[config.mk]
export PLATFORM = sky130hd
export DESIGN_NAME = hhvp_mix
export DESIGN_NICKNAME = d
export VERILOG_FILES = /design/src/sv/hhvp_pkg.sv /design/src/sv/hhvp_mix.sv
export SDC_FILE = /design/constraint.sdc
export NUM_CORES = 1
export LEC_CHECK = 0
export ABC_AREA = 1
export BUFFER_PORTS_ARGS = -buffer_cell sky130_fd_sc_hd__buf_2
export CORE_MARGIN = 4
export CORE_UTILIZATION = 50
export CTS_CLUSTER_DIAMETER = 120
export DETAILED_ROUTE_END_ITERATION = 16
export MAX_ROUTING_LAYER = met4
export PLACE_DENSITY = 0.7
export RECOVER_POWER = 25
export SKIP_CTS_REPAIR_TIMING = 1
export SLEW_MARGIN = 25
export SYNTH_ARGS = -nofsm -noshare
export SYNTH_HDL_FRONTEND = slang
export SYNTH_SLANG_ARGS = --single-unit
[constraint.sdc]
create_clock -name clk -period 9.9 [get_ports clk]
set_input_delay 1.98 -clock clk [delete_from_list [all_inputs] [get_ports clk]]
set_output_delay 1.98 -clock clk [all_outputs]
set_load 0.05 [all_outputs]
[src/sv/hhvp_pkg.sv]
// Package: constants, types and table functions of the vertex projector.
`default_nettype none
package hhvp_pkg;

    localparam int DIMENSIONS_DEF = 7;
    localparam int DIMENSIONS_MAX = 16;
    localparam logic [31:0] MIX_C1 = 32'h7feb352d;
    localparam logic [31:0] MIX_C2 = 32'h846ca68b;
    localparam logic [31:0] DIM_MULT = 32'd73856093;
    localparam int CORDIC_STEPS = 24;
    localparam longint CORDIC_GAIN = 64'sd652032874;
    localparam longint ATAN_TURNS [CORDIC_STEPS] = '{
        536870912, 316933406, 167458907, 85004756, 42667331, 21354465,
        10679838, 5340245, 2670163, 1335087, 667544, 333772,
        166886, 83443, 41722, 20861, 10430, 5215,
        2608, 1304, 652, 326, 163, 81
    };

    localparam logic [31:0] FRAME_SEED_RST = 32'd0;
    localparam logic signed [15:0] COS_ANGLE_RST = 16'sd16384;
    localparam logic signed [15:0] SIN_ANGLE_RST = 16'sd0;
    localparam logic [19:0] SCALE_RST = 20'd256;
    localparam logic [18:0] CENTER_RST = 19'd0;

    localparam int PADDR_W = 5;

    typedef enum logic [2:0] {
        REG_FRAME_SEED = 3'd0,
        REG_COS_ANGLE  = 3'd1,
        REG_SIN_ANGLE  = 3'd2,
        REG_SCALE      = 3'd3,
        REG_CENTER_X   = 3'd4,
        REG_CENTER_Y   = 3'd5
    } reg_idx_t;

    typedef struct packed {
        logic signed [15:0] c;
        logic signed [15:0] s;
    } trig_t;

    typedef struct packed {
        logic [7:0] blue;
        logic [7:0] green;
        logic [7:0] red;
    } color_t;

    function automatic logic signed [15:0] to_q14(input longint v);
        longint r;
        r = (v + 64'sd32768) >>> 16;
        if (r > 64'sd16384) r = 64'sd16384;
        if (r < -64'sd16384) r = -64'sd16384;
        return 16'(r);
    endfunction

    function automatic trig_t cordic_trig(input logic [31:0] a);
        longint x;
        longint y;
        longint z;
        longint dx;
        longint dy;
        longint c;
        longint s;
        trig_t t;
        x = CORDIC_GAIN;
        y = 0;
        z = longint'({34'd0, a[29:0]});
        for (int i = 0; i < CORDIC_STEPS; i++)
        begin
            dx = y >>> i;
            dy = x >>> i;
            if (z >= 0)
            begin
                x = x - dx; y = y + dy; z = z - ATAN_TURNS[i];
            end
            else
            begin
                x = x + dx; y = y - dy; z = z + ATAN_TURNS[i];
            end
        end
        case (a[31:30])
            2'd0: begin c = x;  s = y;  end
            2'd1: begin c = -y; s = x;  end
            2'd2: begin c = -x; s = -y; end
            default: begin c = y; s = -x; end
        endcase
        t.c = to_q14(c);
        t.s = to_q14(s);
        return t;
    endfunction

    function automatic logic [2:0] mod6(input logic [5:0] p);
        logic [5:0] v;
        v = p;
        if (v >= 6'd24) v = v - 6'd24;
        if (v >= 6'd12) v = v - 6'd12;
        if (v >= 6'd6) v = v - 6'd6;
        return v[2:0];
    endfunction

    function automatic color_t palette(input logic [2:0] i);
        color_t c;
        case (i)
            3'd0: c = '{blue: 8'd80,  green: 8'd80,  red: 8'd255};
            3'd1: c = '{blue: 8'd0,   green: 8'd180, red: 8'd255};
            3'd2: c = '{blue: 8'd0,   green: 8'd255, red: 8'd255};
            3'd3: c = '{blue: 8'd80,  green: 8'd255, red: 8'd80};
            3'd4: c = '{blue: 8'd255, green: 8'd255, red: 8'd0};
            3'd5: c = '{blue: 8'd255, green: 8'd120, red: 8'd180};
            default: c = '{blue: 8'd0, green: 8'd0, red: 8'd0};
        endcase
        return c;
    endfunction

endpackage
`default_nettype wire

[src/sv/hhvp_mix.sv]
// Two-stage pipelined xorshift-multiply hash of one 32-bit word.
`default_nettype none
module hhvp_mix
(
    input  wire logic        clk,
    input  wire logic        en,
    input  wire logic [31:0] din,
    output logic      [31:0] dout
);

    logic [31:0] m1_reg;
    logic [31:0] m1_next;
    logic [31:0] m2_reg;
    logic [31:0] m2_next;
    logic [31:0] x1;
    logic [31:0] x2;

    assign x1 = din ^ (din >> 16);
    assign m1_next = x1 * hhvp_pkg::MIX_C1;
    assign x2 = m1_reg ^ (m1_reg >> 15);
    assign m2_next = x2 * hhvp_pkg::MIX_C2;
    assign dout = m2_reg ^ (m2_reg >> 16);

    always_ff @(posedge clk)
    begin
        if (en)
        begin
            m1_reg <= m1_next;
            m2_reg <= m2_next;
        end
    end

endmodule
`default_nettype wire

==> metrics, run 1 <==
final design utilization=53.7%; GRT Util Overall=27.1%; setup tns final=0 ns; f_max=115 MHz; Setup violations, final=0; initial antenna violation count=0; Die Width=209 um; I/O pins=66; Post-layout nets=3007; Seq/Total Area, Yosys=9.55%; RePlAce Congestion=1.04; synth-to-layout area growth=6.02%; CP arrival=8.79 ns; largest net degree at the start of global routing=65; Clock Tree Buf Depth=2; die area=0.0435 mm2; GRT overflow=0; CTS root buffer=clkbuf_16; n_diodes=0; CTS sink cnt=64; Initial Util=50.7%; status=complete, but fails checks; Final HPWL DP=50800 um; cell area after synthesis=0.0201 mm2; Slew Viols, Final=65; TritonRoute pass-1 iters=6; wire per inst=20.2 um; Crit. End Element=register; Initial DRC Count=743; Vias=14245; Vias per Instance=5.11; Startpoint Class=primary input; vias in the first global route=15674; Clock Latency Late Sink=0.34 ns; Die Y=209 um; Max-Cap Viols=1; worst slew pin tran=3.32 ns; headroom to the max-slew limit=-121%; share of cells above drive strength 1=5.35%; violated checks=capacitance limit, slew limit; YS warnings=0; final worst path period share=87.9%; Post-Syn Instances=2190; core area=0.0397 mm2; final WL=56200 um; syn_nets=2939; Post-Syn Area per Cell=9.19 um2; clock period minus worst slack=8.70 ns; final hold slack=1.27 ns; Critical Path RT=9.99 ns; Buffers on Ports=65; unique cell type count in the Yosys netlist=40; cts bufs inserted=9; Crit Path Category=in -> reg; first-pass GRT wire length=88300 um; H-tree Lvls=3; Worst Hold Class=reg -> reg; remaining antenna violation count after routing=0; # DRC=0; row count=73; Reg clk slew, reported paths=0.06 ns; Worst Skew=0.0108 ns; CTS tree=built; Final Hold Viols=0; Crit Path Max Fanout=11; number of synthesized register bits=64; RSZ-0062 raised after global routing=no
## cell usage in the layout (no fill, tap or decap), types with 52 or more instances in the layout
cell	count
nand2_1	265
xor2_1	115
fa_1	346
buf_2	65
inv_1	672
nor2_1	69
nand3_1	52
ha_1	369
a21oi_1	60
edfxtp_1	64
## cell families (layout without fill, tap and decap cells)
group / count (synthesis) / count (layout) / share of synthesized area (%)
xor gates and xnor gates: 162 / 162 / 7.29
and+or+nand+nor: 429 / 429 / 8.92
DFF: 64 / 64 / 9.55
adders and majority gates: 715 / 715 / 57.4
AOI/OAI and AO/OA: 125 / 125 / 3.62
buffers and inverters: 695 / 768 / 13.3
## through the flow
step | area (um2) | cells | worst slack [ns]
after floorplan | 20100 | 2190 | 1.99
after global placement | 21100 | 2772 | 0.914
after detailed placement | 21100 | 2772 | 0.954
after CTS | 21400 | 2788 | 1.27
after global routing | 21300 | 2788 | 0.869
final | 21300 | 2788 | 1.20
## worst paths after layout
kind | start | to | slack (ns) | depth (start not counted)
setup / recovery | din[17] | m1_reg[31]$_DFFE_PP_ | 1.20 | 25
hold / removal | m1_reg[1]$_DFFE_PP_ | m2_reg[1]$_DFFE_PP_ | 1.27 | 2
setup reg to reg | m1_reg[24]$_DFFE_PP_ | m2_reg[24]$_DFFE_PP_ | 2.41 | 26
hold reg to reg | m1_reg[1]$_DFFE_PP_ | m2_reg[1]$_DFFE_PP_ | 1.27 | 2
## cell usage after synthesis (all sizes together)
master | instances | area, um2
o21ai | 29 | 149
or2 | 5 | 31.3
buf | 17 | 125
a211o | 1 | 8.76
nand3b | 5 | 37.5
nor3 | 8 | 45.0
a21oi | 63 | 327
a21o | 10 | 75.1
nor3b | 1 | 12.5
inv | 678 | 2540
edfxtp | 64 | 1920
xnor2 | 43 | 384
a211oi | 3 | 22.5
nand2 | 277 | 1070
a21boi | 1 | 7.51
xor2 | 119 | 1080
o21bai | 12 | 93.8
nor2 | 70 | 265
a31o | 1 | 8.76
nand3 | 52 | 260
fa | 346 | 6930
a31oi | 1 | 6.26
o21a | 2 | 15.0
o211ai | 2 | 15.0
nand4 | 11 | 68.8
ha | 369 | 4620
## cell type report
| type | instances | area (um2) |
|---|---|---|
| clock buffers | 10 | 229 |
| inverters | 678 | 2540 |
| clock inverters | 6 | 70.1 |
| multi-input cells | 1431 | 15500 |
| fillers | 3684 | 18400 |
| flip-flops and latches | 64 | 1920 |
| well taps | 525 | 657 |
| repair buffers | 74 | 382 |
## critical path, cell delays in order
cell and delay, ns:
buf_2 0.20, xnor2_1 0.39, inv_1 0.38, ha_1 0.49, ha_1 0.21, o21bai_1 0.24, fa_1 0.53, inv_1 0.06
fa_1 0.52, inv_1 0.05, fa_1 0.46, fa_1 0.52, fa_1 0.43, fa_1 0.54, fa_1 0.45, ha_1 0.38
inv_1 0.09, nor3_1 0.27, nand4_1 0.17, nor3_1 0.17, nand2_1 0.07, inv_1 0.05, nor2_1 0.04, nand2_1 0.06
nand2_1 0.04
## metal layers
metal	track usage, %	vias to the layer above	part of all wire (%)
met5	-	-	0
met4	7.36	0	3.0
met3	1.89	89	3.9
met2	49.6	367	53
met1	32.6	7090	40
li1	-	6699	-
Power of run 1 is left out: the tool's default activity adds up to more than one toggle a clock period on the data nets, which glitch-free logic cannot reach.
==> inputs of run 2 (changes only) <==
Settings changed: CORE_MARGIN 4 to 5, PLACE_DENSITY 0.7 to 0.72, SKIP_CTS_REPAIR_TIMING 1 to default.
==> run 2 against run 1 <==
The run still ends with capacitance limit, slew limit left. Design area barely moved. Final cell count barely moved. Sequential cell count unchanged. Die area up 1.9%. Routed wire length fell by 2.2%. Non-clock buffer count rose by 1. Utilization decreased by 0.13 points. Critical path depth did not move. Register-to-register slack hardly changed. Setup slack lost 0.32 ns. Clock skew grew 0.0064 ns. Sequential share of layout area about the same. Largest cell class unchanged.
==> metrics, run 2 (synthesis results as in run 1) <==
status=complete, but fails checks; violated checks=capacitance limit, slew limit; cts bufs inserted=9; wire per inst=19.7 um; Initial Util=50.5%; R2R setup slack=2.41 ns; headroom to the max-slew limit=-134%; most frequent CP cell=fa_1; TritonRoute pass-1 iters=5; Reg clk slew, reported paths=0.06 ns; first-pass GRT wire length=86800 um; Resized Gates After CTS=0; setup tns final=0 ns; Setup violations, final=0; Die Y=211 um; # DRC=0; CTS root buffer=clkbuf_16; Initial DRC Count=779; Slew Viols, Final=65; most frequent cells in the layout=inv_1, ha_1, fa_1; clock period minus worst slack=9.02 ns; CTS tree=built; Crit Path Category=in -> reg; largest net degree at the start of global routing=65; CP max-delay cell=clkbuf_1; row count=73; H-tree Lvls=3; Worst Skew=0.0172 ns; Fill cells=3663; RSZ-0062 raised after global routing=no; f_max=111 MHz; final WL=54900 um; Crit. End Element=register; Vias=14368; Clock Tree Buf Depth=2; RePlAce Congestion=1.04; CP delay by family, top=adder cells; Die Width=211 um; Post-layout nets=3008; share of cells above drive strength 1=5.34%; I/O pins=66; Worst Hold Class=reg -> reg; hold-fix buffers at CTS=0; core area=0.0398 mm2; area of the multi-input gates=0.0155 mm2; final worst path period share=91.1%; FF+latch area=0.00192 mm2; CP max stage delay=0.82 ns; Critical Path RT=9.99 ns; Buffers on Ports=65; Final Hold Viols=0; Max-Cap Viols=1; GRT Util Overall=26.3%; worst path bufs/invs=7; synth-to-layout area growth=6.02%; most common cell after layout, fill and taps aside=inv_1; GRT overflow=0; initial antenna violation count=0; Vias per Instance=5.15; worst slew pin tran=3.52 ns; remaining antenna violation count after routing=0; Crit Path Max Fanout=14; vias in the first global route=15786; Startpoint Class=primary input; Clock Latency Late Sink=0.36 ns; setup bufs post-CTS=0; die area=0.0444 mm2; CP arrival=9.12 ns; CTS sink cnt=64; n_diodes=0; Final HPWL DP=49500 um
==> run 2: through the flow <==
stage	cell area [um2]	hold WS, ns	setup WS, ns	instances	util, %
after global routing	21300	1.20	0.465	2789	53.6
final	21300	1.21	0.878	2789	53.6
after global placement	21100	0.839	0.624	2773	52.9
after detailed placement	21100	0.875	0.643	2773	52.9
after CTS	21300	0.886	0.982	2789	53.6
after floorplan	20100	0.715	1.99	2190	-
==> run 2: final cells by class <==
type	count	share of cell area [%]
clock buffers	11	1.09
clock inverters	5	0.270
inverters	678	11.9
multi-input cells	1431	72.8
flip-flops and latches	64	9.01
well taps	525	3.08
repair buffers	75	1.82
==> run 2: worst register-to-register path: stages (launching register included) <==
cell      delay (ns)
edfxtp_1        0.60
xnor2_1         0.77
inv_1           0.35
ha_1            0.48
ha_1            0.26
fa_1            0.48
inv_1           0.05
fa_1            0.47
inv_1           0.06
fa_1            0.45
ha_1            0.29
fa_1            0.42
fa_1            0.49
ha_1            0.35
a21oi_1         0.30
o21ai_0         0.18
a21oi_1         0.19
nand3_1         0.23
a31oi_1         0.64
inv_1           0.09
nand2_1         0.09
nand2_1         0.04
==> run 2: routing by layer <==
metal | GRT usage, % | wire [um] | vias to the layer above
met4 | 7.06 | 1660 | 0
met1 | 32.3 | 22500 | 7210
li1 | - | - | 6707
met3 | 1.86 | 1980 | 110
met2 | 47.1 | 28800 | 341
met5 | - | 0 | -
==> run 2: worst paths after layout <==
path,to,depth (start not counted),start
min,m2_reg[1]$_DFFE_PP_,2,m1_reg[1]$_DFFE_PP_
max reg2reg,m2_reg[31]$_DFFE_PP_,21,m1_reg[21]$_DFFE_PP_
min reg2reg,m2_reg[1]$_DFFE_PP_,2,m1_reg[1]$_DFFE_PP_
max,m1_reg[31]$_DFFE_PP_,25,din[16]
Power of run 2 is left out for the same reason.
